==> src/clbs_pkg.sv <==
// shared types, codes and constants of the char lcd bus sequencer
// no dependencies
package clbs_pkg;

    localparam int TICK_W = 20;
    localparam int CFG_DATA_W = 20;
    localparam int CFG_INDEX_W = 3;
    localparam int QUEUE_DEPTH_DEFAULT = 4;
    localparam int PHASE_W = 3;

    localparam logic [7:0] CMD_CLEAR        = 8'h01;
    localparam logic [7:0] CMD_HOME4        = 8'h02;
    localparam logic [7:0] CMD_DISPLAY_ON   = 8'h0C;
    localparam logic [7:0] CMD_FUNCTION_SET = 8'h20;
    localparam logic [7:0] CMD_DDRAM        = 8'h80;
    localparam logic [7:0] NIBBLE_HI_MASK   = 8'hF0;
    localparam logic [7:0] NIBBLE_LO_MASK   = 8'h0F;

    localparam logic [3:0][7:0] ROW_BASE = {8'h50, 8'h10, 8'h40, 8'h00};

    localparam logic [TICK_W-1:0] PHASE_TICKS_RESET = 20'd50000;

    // last phase index of one byte transfer
    localparam logic [PHASE_W-1:0] PHASE_LAST_8BIT = 3'd3;
    localparam logic [PHASE_W-1:0] PHASE_LAST_4BIT = 3'd5;
    localparam logic [PHASE_W-1:0] PHASE_E_HIGH_A  = 3'd1;
    localparam logic [PHASE_W-1:0] PHASE_PLACE_HI  = 3'd2;
    localparam logic [PHASE_W-1:0] PHASE_PLACE_LO  = 3'd4;

    typedef enum logic [2:0] {
        OP_INIT    = 3'd0,
        OP_INSTR   = 3'd1,
        OP_DATA    = 3'd2,
        OP_CLEAR   = 3'd3,
        OP_SET_POS = 3'd4
    } op_t;

    typedef enum logic [2:0] {
        CFG_EIGHT_BIT   = 3'd0,
        CFG_DUAL_LINE   = 3'd1,
        CFG_TALL_FONT   = 3'd2,
        CFG_CURSOR_ON   = 3'd3,
        CFG_BLINK_ON    = 3'd4,
        CFG_PHASE_TICKS = 3'd5
    } cfg_index_t;

    typedef enum logic [1:0] {
        FS_IDLE,
        FS_FSET,
        FS_DON,
        FS_CLEAR
    } front_state_t;

    typedef struct packed {
        logic [2:0] operation;
        logic [7:0] value;
        logic [1:0] row;
        logic [5:0] column;
    } lcd_in_t;

    typedef struct packed {
        logic       reg_select;
        logic       read_write;
        logic       enable;
        logic [7:0] bus_value;
        logic       last;
    } lcd_out_t;

    typedef struct packed {
        logic              eight_bit_mode;
        logic              dual_line;
        logic              tall_font;
        logic              cursor_on;
        logic              blink_on;
        logic [TICK_W-1:0] phase_ticks;
    } cfg_t;

    // one byte transfer to the lcd
    typedef struct packed {
        logic       reg_select;
        logic [7:0] byte_val;
        logic       last;
    } xfer_t;

    typedef struct packed {
        logic push_ready;
        logic pop_valid;
    } q_status_t;

endpackage

==> src/clbs_front.sv <==
// front end: accepts commands and splits them into byte transfers
// depends on clbs_pkg
module clbs_front (
    input  logic                aclk,
    input  logic                aresetn,
    input  clbs_pkg::cfg_t      cfg,
    input  logic                s_valid,
    output logic                s_ready,
    input  clbs_pkg::lcd_in_t   s_data,
    input  clbs_pkg::q_status_t q_status,
    output logic                push_valid,
    output clbs_pkg::xfer_t     push_entry
);

    clbs_pkg::front_state_t state_reg, state_next;
    logic [7:0] fset_byte;
    logic [7:0] don_byte;
    logic [7:0] pos_addr;

    assign fset_byte = clbs_pkg::CMD_FUNCTION_SET
                     | {3'b000, cfg.eight_bit_mode, cfg.dual_line, cfg.tall_font, 2'b00};
    assign don_byte  = clbs_pkg::CMD_DISPLAY_ON | {6'b000000, cfg.cursor_on, cfg.blink_on};
    assign pos_addr  = clbs_pkg::CMD_DDRAM
                     | (clbs_pkg::ROW_BASE[s_data.row] + {2'b00, s_data.column});

    always_ff @(posedge aclk) begin
        if (!aresetn) begin
            state_reg <= clbs_pkg::FS_IDLE;
        end else begin
            state_reg <= state_next;
        end
    end

    always_comb begin
        state_next = state_reg;
        s_ready    = 1'b0;
        push_valid = 1'b0;
        push_entry = '0;
        unique case (state_reg)
            clbs_pkg::FS_IDLE: begin
                s_ready = q_status.push_ready;
                if (s_valid && q_status.push_ready) begin
                    unique case (s_data.operation)
                        clbs_pkg::OP_INIT: begin
                            push_valid = 1'b1;
                            if (cfg.eight_bit_mode) begin
                                push_entry = '{reg_select: 1'b0, byte_val: fset_byte,
                                               last: 1'b0};
                                state_next = clbs_pkg::FS_DON;
                            end else begin
                                push_entry = '{reg_select: 1'b0,
                                               byte_val: clbs_pkg::CMD_HOME4, last: 1'b0};
                                state_next = clbs_pkg::FS_FSET;
                            end
                        end
                        clbs_pkg::OP_INSTR: begin
                            push_valid = 1'b1;
                            push_entry = '{reg_select: 1'b0, byte_val: s_data.value,
                                           last: 1'b1};
                        end
                        clbs_pkg::OP_DATA: begin
                            push_valid = 1'b1;
                            push_entry = '{reg_select: 1'b1, byte_val: s_data.value,
                                           last: 1'b1};
                        end
                        clbs_pkg::OP_CLEAR: begin
                            push_valid = 1'b1;
                            push_entry = '{reg_select: 1'b0,
                                           byte_val: clbs_pkg::CMD_CLEAR, last: 1'b1};
                        end
                        clbs_pkg::OP_SET_POS: begin
                            push_valid = 1'b1;
                            push_entry = '{reg_select: 1'b0, byte_val: pos_addr,
                                           last: 1'b1};
                        end
                        default: begin
                            // unknown operation is dropped
                        end
                    endcase
                end
            end
            clbs_pkg::FS_FSET: begin
                push_valid = 1'b1;
                push_entry = '{reg_select: 1'b0, byte_val: fset_byte, last: 1'b0};
                if (q_status.push_ready) begin
                    state_next = clbs_pkg::FS_DON;
                end
            end
            clbs_pkg::FS_DON: begin
                push_valid = 1'b1;
                push_entry = '{reg_select: 1'b0, byte_val: don_byte, last: 1'b0};
                if (q_status.push_ready) begin
                    state_next = clbs_pkg::FS_CLEAR;
                end
            end
            clbs_pkg::FS_CLEAR: begin
                push_valid = 1'b1;
                push_entry = '{reg_select: 1'b0, byte_val: clbs_pkg::CMD_CLEAR, last: 1'b1};
                if (q_status.push_ready) begin
                    state_next = clbs_pkg::FS_IDLE;
                end
            end
            default: begin
                state_next = clbs_pkg::FS_IDLE;
            end
        endcase
    end

endmodule

==> src/clbs_queue.sv <==
// short transfer queue between front and back end
// depends on clbs_pkg
module clbs_queue #(
    parameter int DEPTH = clbs_pkg::QUEUE_DEPTH_DEFAULT
) (
    input  logic                 aclk,
    input  logic                 aresetn,
    input  logic                 push_valid,
    input  clbs_pkg::xfer_t      push_entry,
    input  logic                 pop_ready,
    output clbs_pkg::xfer_t      pop_entry,
    output clbs_pkg::q_status_t  q_status
);

    localparam int PTR_W = (DEPTH > 1) ? $clog2(DEPTH) : 1;
    localparam int CNT_W = $clog2(DEPTH + 1);

    clbs_pkg::xfer_t entry_reg [DEPTH];
    logic [PTR_W-1:0] wr_ptr_reg, wr_ptr_next;
    logic [PTR_W-1:0] rd_ptr_reg, rd_ptr_next;
    logic [CNT_W-1:0] count_reg, count_next;
    logic push;
    logic pop;

    assign q_status.push_ready = (count_reg != CNT_W'(DEPTH));
    assign q_status.pop_valid  = (count_reg != '0);
    assign push = push_valid && q_status.push_ready;
    assign pop  = pop_ready && q_status.pop_valid;
    assign pop_entry = entry_reg[rd_ptr_reg];

    always_comb begin
        wr_ptr_next = wr_ptr_reg;
        rd_ptr_next = rd_ptr_reg;
        count_next  = count_reg;
        if (push) begin
            wr_ptr_next = (wr_ptr_reg == PTR_W'(DEPTH - 1)) ? '0 : wr_ptr_reg + 1'b1;
        end
        if (pop) begin
            rd_ptr_next = (rd_ptr_reg == PTR_W'(DEPTH - 1)) ? '0 : rd_ptr_reg + 1'b1;
        end
        if (push && !pop) begin
            count_next = count_reg + 1'b1;
        end else if (pop && !push) begin
            count_next = count_reg - 1'b1;
        end
    end

    always_ff @(posedge aclk) begin
        if (!aresetn) begin
            wr_ptr_reg <= '0;
            rd_ptr_reg <= '0;
            count_reg  <= '0;
        end else begin
            wr_ptr_reg <= wr_ptr_next;
            rd_ptr_reg <= rd_ptr_next;
            count_reg  <= count_next;
        end
    end

    always_ff @(posedge aclk) begin
        if (push) begin
            entry_reg[wr_ptr_reg] <= push_entry;
        end
    end

endmodule

==> src/clbs_back.sv <==
// back end: plays each byte transfer as timed pin phases
// depends on clbs_pkg
module clbs_back (
    input  logic                aclk,
    input  logic                aresetn,
    input  clbs_pkg::cfg_t      cfg,
    input  clbs_pkg::q_status_t q_status,
    input  clbs_pkg::xfer_t     pop_entry,
    output logic                pop_ready,
    output logic                m_valid,
    input  logic                m_ready,
    output clbs_pkg::lcd_out_t  m_data
);

    localparam int PW = clbs_pkg::PHASE_W;
    localparam int TW = clbs_pkg::TICK_W;

    logic                     active_reg, active_next;
    clbs_pkg::xfer_t          xfer_reg, xfer_next;
    logic [PW-1:0]            phase_reg, phase_next;
    logic [TW-1:0]            tick_reg, tick_next;
    logic [7:0]               held_bus_reg, held_bus_next;
    logic                     m_valid_reg, m_valid_next;
    clbs_pkg::lcd_out_t       m_data_reg, m_data_next;

    logic       tick_done;
    logic       emit;
    logic       final_phase;
    logic [7:0] shown_bus;
    logic [7:0] hi_nibble;
    logic [7:0] lo_nibble;
    clbs_pkg::lcd_out_t phase_out;

    assign tick_done = ({1'b0, tick_reg} + (TW+1)'(1)) >= {1'b0, cfg.phase_ticks};
    assign emit = active_reg && tick_done && (!m_valid_reg || m_ready);
    assign final_phase = (phase_reg == (cfg.eight_bit_mode ? clbs_pkg::PHASE_LAST_8BIT
                                                           : clbs_pkg::PHASE_LAST_4BIT));
    assign pop_ready = !active_reg || (emit && final_phase);

    assign shown_bus = cfg.eight_bit_mode ? held_bus_reg
                                          : (held_bus_reg & clbs_pkg::NIBBLE_LO_MASK);
    assign hi_nibble = (xfer_reg.byte_val & clbs_pkg::NIBBLE_HI_MASK) >> 4;
    assign lo_nibble = xfer_reg.byte_val & clbs_pkg::NIBBLE_LO_MASK;

    always_comb begin
        phase_out.reg_select = xfer_reg.reg_select;
        phase_out.read_write = 1'b0;
        phase_out.last       = xfer_reg.last && final_phase;
        phase_out.enable     = (phase_reg == clbs_pkg::PHASE_E_HIGH_A)
                            || (phase_reg == clbs_pkg::PHASE_PLACE_HI)
                            || (phase_reg == clbs_pkg::PHASE_PLACE_LO);
        if (phase_reg < clbs_pkg::PHASE_PLACE_HI) begin
            phase_out.bus_value = shown_bus;
        end else if (cfg.eight_bit_mode) begin
            phase_out.bus_value = xfer_reg.byte_val;
        end else if (phase_reg < clbs_pkg::PHASE_PLACE_LO) begin
            phase_out.bus_value = hi_nibble;
        end else begin
            phase_out.bus_value = lo_nibble;
        end
    end

    always_comb begin
        active_next   = active_reg;
        xfer_next     = xfer_reg;
        phase_next    = phase_reg;
        tick_next     = tick_reg;
        held_bus_next = held_bus_reg;
        m_valid_next  = m_valid_reg;
        m_data_next   = m_data_reg;

        if (active_reg && !tick_done) begin
            tick_next = tick_reg + 1'b1;
        end
        if (m_valid_reg && m_ready) begin
            m_valid_next = 1'b0;
        end
        if (emit) begin
            m_valid_next = 1'b1;
            m_data_next  = phase_out;
            phase_next   = phase_reg + 1'b1;
            tick_next    = '0;
            if (phase_reg == clbs_pkg::PHASE_PLACE_HI ||
                phase_reg == clbs_pkg::PHASE_PLACE_LO) begin
                held_bus_next = phase_out.bus_value;
            end
            if (final_phase) begin
                active_next = 1'b0;
            end
        end
        if (pop_ready && q_status.pop_valid) begin
            active_next = 1'b1;
            xfer_next   = pop_entry;
            phase_next  = '0;
            tick_next   = '0;
        end
    end

    always_ff @(posedge aclk) begin
        if (!aresetn) begin
            active_reg   <= 1'b0;
            phase_reg    <= '0;
            tick_reg     <= '0;
            held_bus_reg <= '0;
            m_valid_reg  <= 1'b0;
        end else begin
            active_reg   <= active_next;
            phase_reg    <= phase_next;
            tick_reg     <= tick_next;
            held_bus_reg <= held_bus_next;
            m_valid_reg  <= m_valid_next;
        end
    end

    always_ff @(posedge aclk) begin
        xfer_reg   <= xfer_next;
        m_data_reg <= m_data_next;
    end

    assign m_valid = m_valid_reg;
    assign m_data  = m_data_reg;

endmodule

==> src/char_lcd_bus_sequencer.sv <==
// top level of the character lcd write bus sequencer
// depends on clbs_pkg, clbs_front, clbs_queue, clbs_back
//
// s_ channel takes one command (init, instruction, data char, clear, set
// position) per transfer; m_ channel gives one transfer per lcd pin phase.
// a byte goes as 4 phases in 8-bit mode and 6 phases in 4-bit mode; init
// gives 3 or 4 bytes, the last phase of a command carries last.
// each phase waits on the phase timer in the back end, set by phase_ticks,
// before it is shown; bytes go through the transfer queue and phases through
// the output register. the front end takes a command every cycle while the
// transfer queue has room; init holds s_ready low while its bytes are queued.
// when m_ready is low the current phase holds on the output and the timer
// stops after it runs out; the front keeps filling the queue.
// reset clears the queue, the output and the held bus value, and loads the
// register defaults; configuration is written on cfg_wr_en with no wait.
module char_lcd_bus_sequencer #(
    parameter int QUEUE_DEPTH = clbs_pkg::QUEUE_DEPTH_DEFAULT
) (
    input  logic                               aclk,
    input  logic                               aresetn,
    input  logic                               cfg_wr_en,
    input  logic [clbs_pkg::CFG_INDEX_W-1:0]   cfg_index,
    input  logic [clbs_pkg::CFG_DATA_W-1:0]    cfg_wdata,
    input  logic                               s_valid,
    output logic                               s_ready,
    input  clbs_pkg::lcd_in_t                  s_data,
    output logic                               m_valid,
    input  logic                               m_ready,
    output clbs_pkg::lcd_out_t                 m_data
);

    clbs_pkg::cfg_t      cfg_reg, cfg_next;
    clbs_pkg::q_status_t q_status;
    clbs_pkg::xfer_t     push_entry;
    clbs_pkg::xfer_t     pop_entry;
    logic                push_valid;
    logic                pop_ready;

    always_comb begin
        cfg_next = cfg_reg;
        if (cfg_wr_en) begin
            unique case (cfg_index)
                clbs_pkg::CFG_EIGHT_BIT:   cfg_next.eight_bit_mode = cfg_wdata[0];
                clbs_pkg::CFG_DUAL_LINE:   cfg_next.dual_line      = cfg_wdata[0];
                clbs_pkg::CFG_TALL_FONT:   cfg_next.tall_font      = cfg_wdata[0];
                clbs_pkg::CFG_CURSOR_ON:   cfg_next.cursor_on      = cfg_wdata[0];
                clbs_pkg::CFG_BLINK_ON:    cfg_next.blink_on       = cfg_wdata[0];
                clbs_pkg::CFG_PHASE_TICKS: begin
                    cfg_next.phase_ticks = cfg_wdata[clbs_pkg::TICK_W-1:0];
                end
                default: begin
                end
            endcase
        end
    end

    always_ff @(posedge aclk) begin
        if (!aresetn) begin
            cfg_reg.eight_bit_mode <= 1'b0;
            cfg_reg.dual_line      <= 1'b1;
            cfg_reg.tall_font      <= 1'b0;
            cfg_reg.cursor_on      <= 1'b0;
            cfg_reg.blink_on       <= 1'b0;
            cfg_reg.phase_ticks    <= clbs_pkg::PHASE_TICKS_RESET;
        end else begin
            cfg_reg <= cfg_next;
        end
    end

    clbs_front u_front (
        .aclk       (aclk),
        .aresetn    (aresetn),
        .cfg        (cfg_reg),
        .s_valid    (s_valid),
        .s_ready    (s_ready),
        .s_data     (s_data),
        .q_status   (q_status),
        .push_valid (push_valid),
        .push_entry (push_entry)
    );

    clbs_queue #(
        .DEPTH (QUEUE_DEPTH)
    ) u_queue (
        .aclk       (aclk),
        .aresetn    (aresetn),
        .push_valid (push_valid),
        .push_entry (push_entry),
        .pop_ready  (pop_ready),
        .pop_entry  (pop_entry),
        .q_status   (q_status)
    );

    clbs_back u_back (
        .aclk      (aclk),
        .aresetn   (aresetn),
        .cfg       (cfg_reg),
        .q_status  (q_status),
        .pop_entry (pop_entry),
        .pop_ready (pop_ready),
        .m_valid   (m_valid),
        .m_ready   (m_ready),
        .m_data    (m_data)
    );

endmodule

==> config.mk <==
export PLATFORM = sky130hd
export DESIGN_NAME = char_lcd_bus_sequencer
export DESIGN_NICKNAME = d
export VERILOG_FILES = /design/src/clbs_pkg.sv /design/src/clbs_front.sv /design/src/clbs_queue.sv /design/src/clbs_back.sv /design/src/char_lcd_bus_sequencer.sv
export SDC_FILE = /design/constraint.sdc
export NUM_CORES = 1
export LEC_CHECK = 0
export ABC_CLOCK_PERIOD_IN_PS = 6000
export BUFFER_PORTS_ARGS = -buffer_cell sky130_fd_sc_hd__buf_2
export CAP_MARGIN = 20
export CORE_MARGIN = 3
export CORE_UTILIZATION = 45
export CTS_CLUSTER_SIZE = 28
export DETAILED_ROUTE_END_ITERATION = 10
export PLACE_DENSITY = 0.64
export SETUP_SLACK_MARGIN = 0.5
export SLEW_MARGIN = 20
export SYNTH_ARGS = -nofsm -noshare
export SYNTH_HDL_FRONTEND = slang
export SYNTH_HIERARCHICAL = 1
export SYNTH_SLANG_ARGS = --single-unit
==> constraint.sdc <==
create_clock -name aclk -period 6 [get_ports aclk]
set_input_delay 0 -clock aclk [delete_from_list [all_inputs] [get_ports aclk]]
set_output_delay 0 -clock aclk [all_outputs]
set_load 0.05 [all_outputs]
# Yosys cells after proc, flatten, opt, wreduce, memory -nomap -nowiden
# Memory sizes are Yosys's and may differ from the RTL's. A register that Yosys moved wholly into a read port is not among the register bits.
# Cells that the tools add are included.
# Widths: inputs -> output; s select.
[word_totals]
ff_bits = 78
mem_bits_rw = 40
input_bits = 47
output_inout_bits = 14
elab_cells = 132
memories = 1
[op_classes]
n_addsub = 8
order_cmp = 4
eq_ne = 24
n_mux = 33
bitwise = 1
n_reduce_logical = 42
[mem_list]
columns = ["name", "words", "width", "rd", "rd_clocked_by_memory_dff", "write_ports", "line", "rtl"]
rows = [
  ["u_queue.entry_reg", 4, 10, 1, 1, 1, "clbs_queue.sv:18", "clbs_pkg::xfer_t entry_reg [DEPTH];"],
]
[op_table]
columns = ["operator", "count"]
rows = [
  ["$pmux 10 s5", 1],
  ["$pmux 10 s4", 1],
  ["$mux 8", 3],
  ["$add 20x1->21 const B", 1],
  ["$ge 21x20->1", 1],
  ["$add 20x1->20 const B", 1],
  ["$bmux 8 s2", 1],
  ["$mux 2", 8],
  ["$reduce_and 2->1", 8],
  ["$eq 3x2->1 const B", 5],
  ["$mux 7", 2],
  ["$eq 3x3->1 const B", 4],
  ["$logic_and 1x1->1", 11],
  ["$mux 1", 10],
  ["$mux 10", 1],
  ["$eq 3x1->1 const B", 3],
  ["$mux 3", 3],
  ["$eq 2x2->1 const B", 4],
  ["$ne 2x1->1 const B", 4],
  ["$pmux 2 s4", 1],
  ["$reduce_bool 2->1", 4],
  ["$add 7x6->7", 1],
  ["$add 3x1->3 const B", 2],
  ["$logic_not 3->1", 2],
  ["other kinds (20)", 30],
]

# Logic depth before layout (Yosys ltp)
[logic_depth]
word_depth = 10
ltp_mapped = 20
ltp_nobuf = 19

# Hierarchy
# The synthesis kept the hierarchy.
[by_module_without_submodules]
columns = ["module", "instances", "cells_per_inst", "area_each_um2", "seq_area_each_um2"]
rows = [
  ["clbs_back", 1, 403, 3422.0, 1291.2],
  ["clbs_queue", 1, 103, 1920.6, 1381.3],
  ["char_lcd_bus_sequencer", 1, 110, 1092.3, 500.5],
  ["clbs_front", 1, 93, 628.1, 40.0],
]

# Worst setup path before layout
# Ideal clock, no wire load.
[synth_path]
path_type = "register -> register"
from = "reg u_back.tick_reg[0]"
to = "reg u_queue.count_reg[2]"
setup_time_ps = 76
t_arrival_ps = 4280
required_ps = 5924
slack_ps = 1645
stages_incl_launch_ff = 21
path_buffers = 1
synth_period_minus_slack_ps = 4355
path_cell_list = "dfxtp_1 -> ha_1 -> nand4_1 -> or3_1 -> nor3_1 -> xor2_1 -> ha_1 -> nand3_1 -> nor4_1 -> o211ai_1 -> o21ai_1 -> clkbuf_1 -> o21ai_1 -> nand2_1 -> o31ai_1 -> ha_1 -> inv_1 -> fa_1 -> xor2_1 -> or3_2 -> a21boi_0"
[synth_between]
elab_chain_cells = 10
elab_cells_between_ends = 12
cone_classes = "add/sub: 1; order compare: 1; mux: 1; reduce/logical: 9"
[synth_lines]
columns = ["item", "line", "rtl"]
rows = [
  ["start: declaration", "clbs_back.sv:21", "logic [TW-1:0] tick_reg, tick_next;"],
  ["start signal: assignment", "clbs_back.sv:109", "tick_reg <= tick_next;"],
  ["$add 20x1->21 *", "clbs_back.sv:34", "assign tick_done = ({1'b0, tick_reg} + (TW+1)'(1)) >= {1'b0, cfg.phase_ticks};"],
  ["$ge 21x20->1 *", "clbs_back.sv:34", ""],
  ["$logic_and 1x1->1 * (2 in series)", "clbs_back.sv:35", "assign emit = active_reg && tick_done && (!m_valid_reg || m_ready);"],
  ["$logic_and 1x1->1 *", "clbs_back.sv:38", "assign pop_ready = !active_reg || (emit && final_phase);"],
  ["$logic_or 1x1->1 *", "clbs_back.sv:38", ""],
  ["net pop_ready", "char_lcd_bus_sequencer.sv:37", "logic pop_ready;"],
  ["$logic_and 1x1->1 *", "clbs_queue.sv:28", "assign pop = pop_ready && q_status.pop_valid;"],
  ["$logic_not 1->1", "clbs_queue.sv:41", "if (push && !pop) begin"],
  ["$logic_and 1x1->1", "clbs_queue.sv:41", ""],
  ["$mux 3 / $reduce_bool 2->1 (equally long branches)", "-", ""],
  ["end signal: assignment", "clbs_queue.sv:56", "count_reg <= count_next;"],
  ["end: declaration", "clbs_queue.sv:21", "logic [CNT_W-1:0] count_reg, count_next;"],
]
# Mark *: on every way through the listed nets, which the timed path passes. The rest lies on a longest branch.
# A chain may end at the register's enable or synchronous reset.

# Worst setup path after layout
# Same ends and word-level chain as after synthesis.

==> flow_summary.ini <==
[min_path]
holdCritStartpoint = cfg_index[0]
whs_path_depth = 3
holdPathEnd = cfg_reg[23]
hold_class = input pin to flop

[clock_network]
postCtsSetupBuffers = 0
clock_path_buffers = 2
clockRootBuffer = clkbuf_16
cts_tree = done
clk_pin_slew_ns = 0.06
numCtsBuffers = 17
clk_latency_ns = 0.42
cts.sink_count = 130
cts_max_level = 4

[sta]
drv_slew = 0
max_slew_margin_pct = 30.65
hold_viol = 0
setup_viol = 0
tns_ns = 0
worst_slack_ns = 1.092
rsz0062_at_grt = no
holdWs_ns = 0.06900
fmax_ghz = 0.2037
worst_slew_pin_slew_ns = 1.033
period_share_pct = 81.81
finClkSkew_ns = 0.006157
fin_crit_ns = 4.908

[yosys]
ys.flop_type = dfxtp_1
syn_inst = 709
synth_area_um2 = 7063
async_flop_share_pct = 0
yosys_register_bits = 130
synth_cell_types = 74
ys_warn_count = 6
synth_area_per_cell_um2 = 9.962
synth_edf_count = 61
seq_area_frac_synth_pct = 45.49
synth_nets = 794

[die]
pin_count = 61
die_area_um2 = 17230
fp.dieH_um = 131.3
rows = 45
core_um2 = 15260
initial_core_util_pct = 46.29
fp.dieW_um = 131.3

[global_routing]
grt_usage_pct = 18.43
grt_start_max_net_pins = 80
grt_pass1_wl_mm = 26.06
grt_overflow = 0
antenna_found_initial = 0
grt_pass1_vias = 5336

[detailed_routing]
route.vias.total = 5417
ant_nets = 0
finalWirelength_mm = 15.28
drtIter0Drc = 408
drc = 0
viasPerCell = 5.401
wl_per_cell_um = 15.23
drtPass1Iterations = 5

[worst_setup_path]
worstReg2RegEnd = u_queue/count_reg[2]
cp.required_ns = 6.34
crit_top_cell = ha_1
reg2reg_slack_ns = 1.09
cp_max_fo = 13
path_cells = ha_1 -> nand4_1 -> or3_1 -> nor3_1 -> xor2_1 -> ha_1 -> a21o_1 -> a21oi_1 -> o2111ai_1 -> buf_4 -> o21ai_1 -> nand2_1 -> o31ai_1 -> ha_1 -> inv_1 -> fa_1 -> xor2_1 -> or3_2 -> a21boi_0
crit_slowest_cell = or3_1
r2r-start = u_back/tick_reg[0]
setup.worst_path.end_class = flop
crit_type = flop to flop
cpPeakStageDelay_ns = 0.45
cp_data_arrival_time_ns = 5.25
r2r_cells = 19
crit_path_start_kind = flop

[layout]
diodes = 0
largest_reg_flops = 40
fillers = 1276
final_nets = 864
area_delta_synth_final_pct = 18.46
drive_above_1_share_pct = 16.54

[run_status]
status = completed

[flow_run]
max-cap-violations = 0

[place]
port_buffers = 59
gp_congestion = 0.8611
place_hpwl_mm = 10.54
dp_slack_ns = 1.200

[power]
p_per_area_nw_per_um2 = 349.0
leakagePower_nw = 3.228
vdd_ir_drop_max_v = 0.0002383
## placed cells by master, fill, tap and decap left out, drive strengths merged, types with 25 or more instances in the layout
| master | count |
|---|---|
| nand2 | 106 |
| dfxtp | 69 |
| buf | 64 |
| edfxtp | 61 |
| nor2 | 47 |
| mux2i | 46 |
| inv | 40 |
| ha | 37 |
| dlygate4sd3 | 27 |
| a21oi | 25 |
| o21ai | 25 |
## area by class of cell
class                      count  area, um2  share of cell area [%]
clock buffer                  17      425.4                   5.084
clock inverter                15      205.2                   2.453
multi-input combinational    503       3521                   42.08
tap                          211      264.0                   3.155
timing repair buffer          91      603.1                   7.208
inverter                      36      135.1                   1.615
sequential                   130       3213                   38.40
## power by group
group / total [W] / switching, W / internal (W)
sequential: 0.00121 / 0.0000878 / 0.00112
combinational: 0.000620 / 0.000365 / 0.000255
clock: 0.00109 / 0.000394 / 0.000700
## metal layers
metal  track usage [%]  vias to the layer above  part of all wire, %
met4             6.651                        0                  1.7
met1             25.18                     2570                   48
li1                  -                     2666                    -
met2             28.34                      152                   46
met5                 0                        -                    0
met3             4.939                       29                  5.0
## worst max path at each step
stage / from / end / slack, ns / depth (start not counted)
after floorplan: u_back/tick_reg[0] / u_queue/count_reg[2] / 1.64 / 20
after global placement: u_back/tick_reg[0] / u_queue/count_reg[2] / 1.46 / 19
after detailed placement: u_back/tick_reg[0] / u_queue/count_reg[2] / 1.20 / 19
after CTS: u_back/tick_reg[0] / u_queue/count_reg[2] / 1.14 / 19
after global routing: u_back/tick_reg[0] / u_queue/count_reg[2] / 0.82 / 19
final: u_back/tick_reg[0] / u_queue/count_reg[2] / 1.09 / 19
## kinds of logic after synthesis
group | Yosys count | share of synthesized area (%)
mux | 63 | 10.82
compound gates | 112 | 10.54
simple gates | 268 | 18.85
flops | 130 | 45.49
fa+ha+maj | 38 | 6.838
xor+xnor | 21 | 2.604
buf+inv | 76 | 4.801
other cells | 1 | 0.05309
## critical path, delay by kind of cell, from the launching register on
| kind | cells | cell delay, ns |
|---|---|---|
| simple gates | 5 | 1.53 |
| fa+ha+maj | 4 | 1.24 |
| compound gates | 6 | 1.00 |
| flops | 1 | 0.41 |
| xor+xnor | 2 | 0.36 |
| buf+inv | 2 | 0.26 |
## synth_stat cells, drive strengths merged (9+ instances only)
master     n  area [um2]
dfxtp     69        1381
o21ai     25       125.1
nand2    106       397.9
xor2      10       87.58
ha        37       462.9
clkbuf    28       106.4
edfxtp    61        1832
nand2b    11       68.82
o2bb2ai    9       78.83
xnor2     11       96.34
nor3      15       80.08
mux2i     46       460.4
nor2b     20       125.1
o22ai     14       87.58
inv       36       135.1
mux4      10       225.2
a21oi     25       125.1
nor2      47       178.9
buf       12       97.59
nand3     22       127.6
and3       9       61.31
## per-stage QoR
| step | std cells | util (%) | instance area [um2] | total power (W) |
|---|---|---|---|---|
| 2_1_floorplan | 709 | - | 7063 | 0.001655 |
| 3_3_place_gp | 944 | 48.92 | 7465 | 0.001786 |
| 3_5_place_dp | 944 | 48.92 | 7465 | 0.001827 |
| 4_1_cts | 1003 | 54.83 | 8366 | 0.002944 |
| 5_1_grt | 1003 | 54.83 | 8367 | 0.003077 |
| 6_report | 1003 | 54.83 | 8367 | 0.002920 |
## what timing repair did
action                                 in CTS  in global routing
resized for setup                           0                  0
endpoints found under the hold margin      26                  0
hold buffers                               27                  0
No activity file was read; power rests on OpenSTA's default activity.
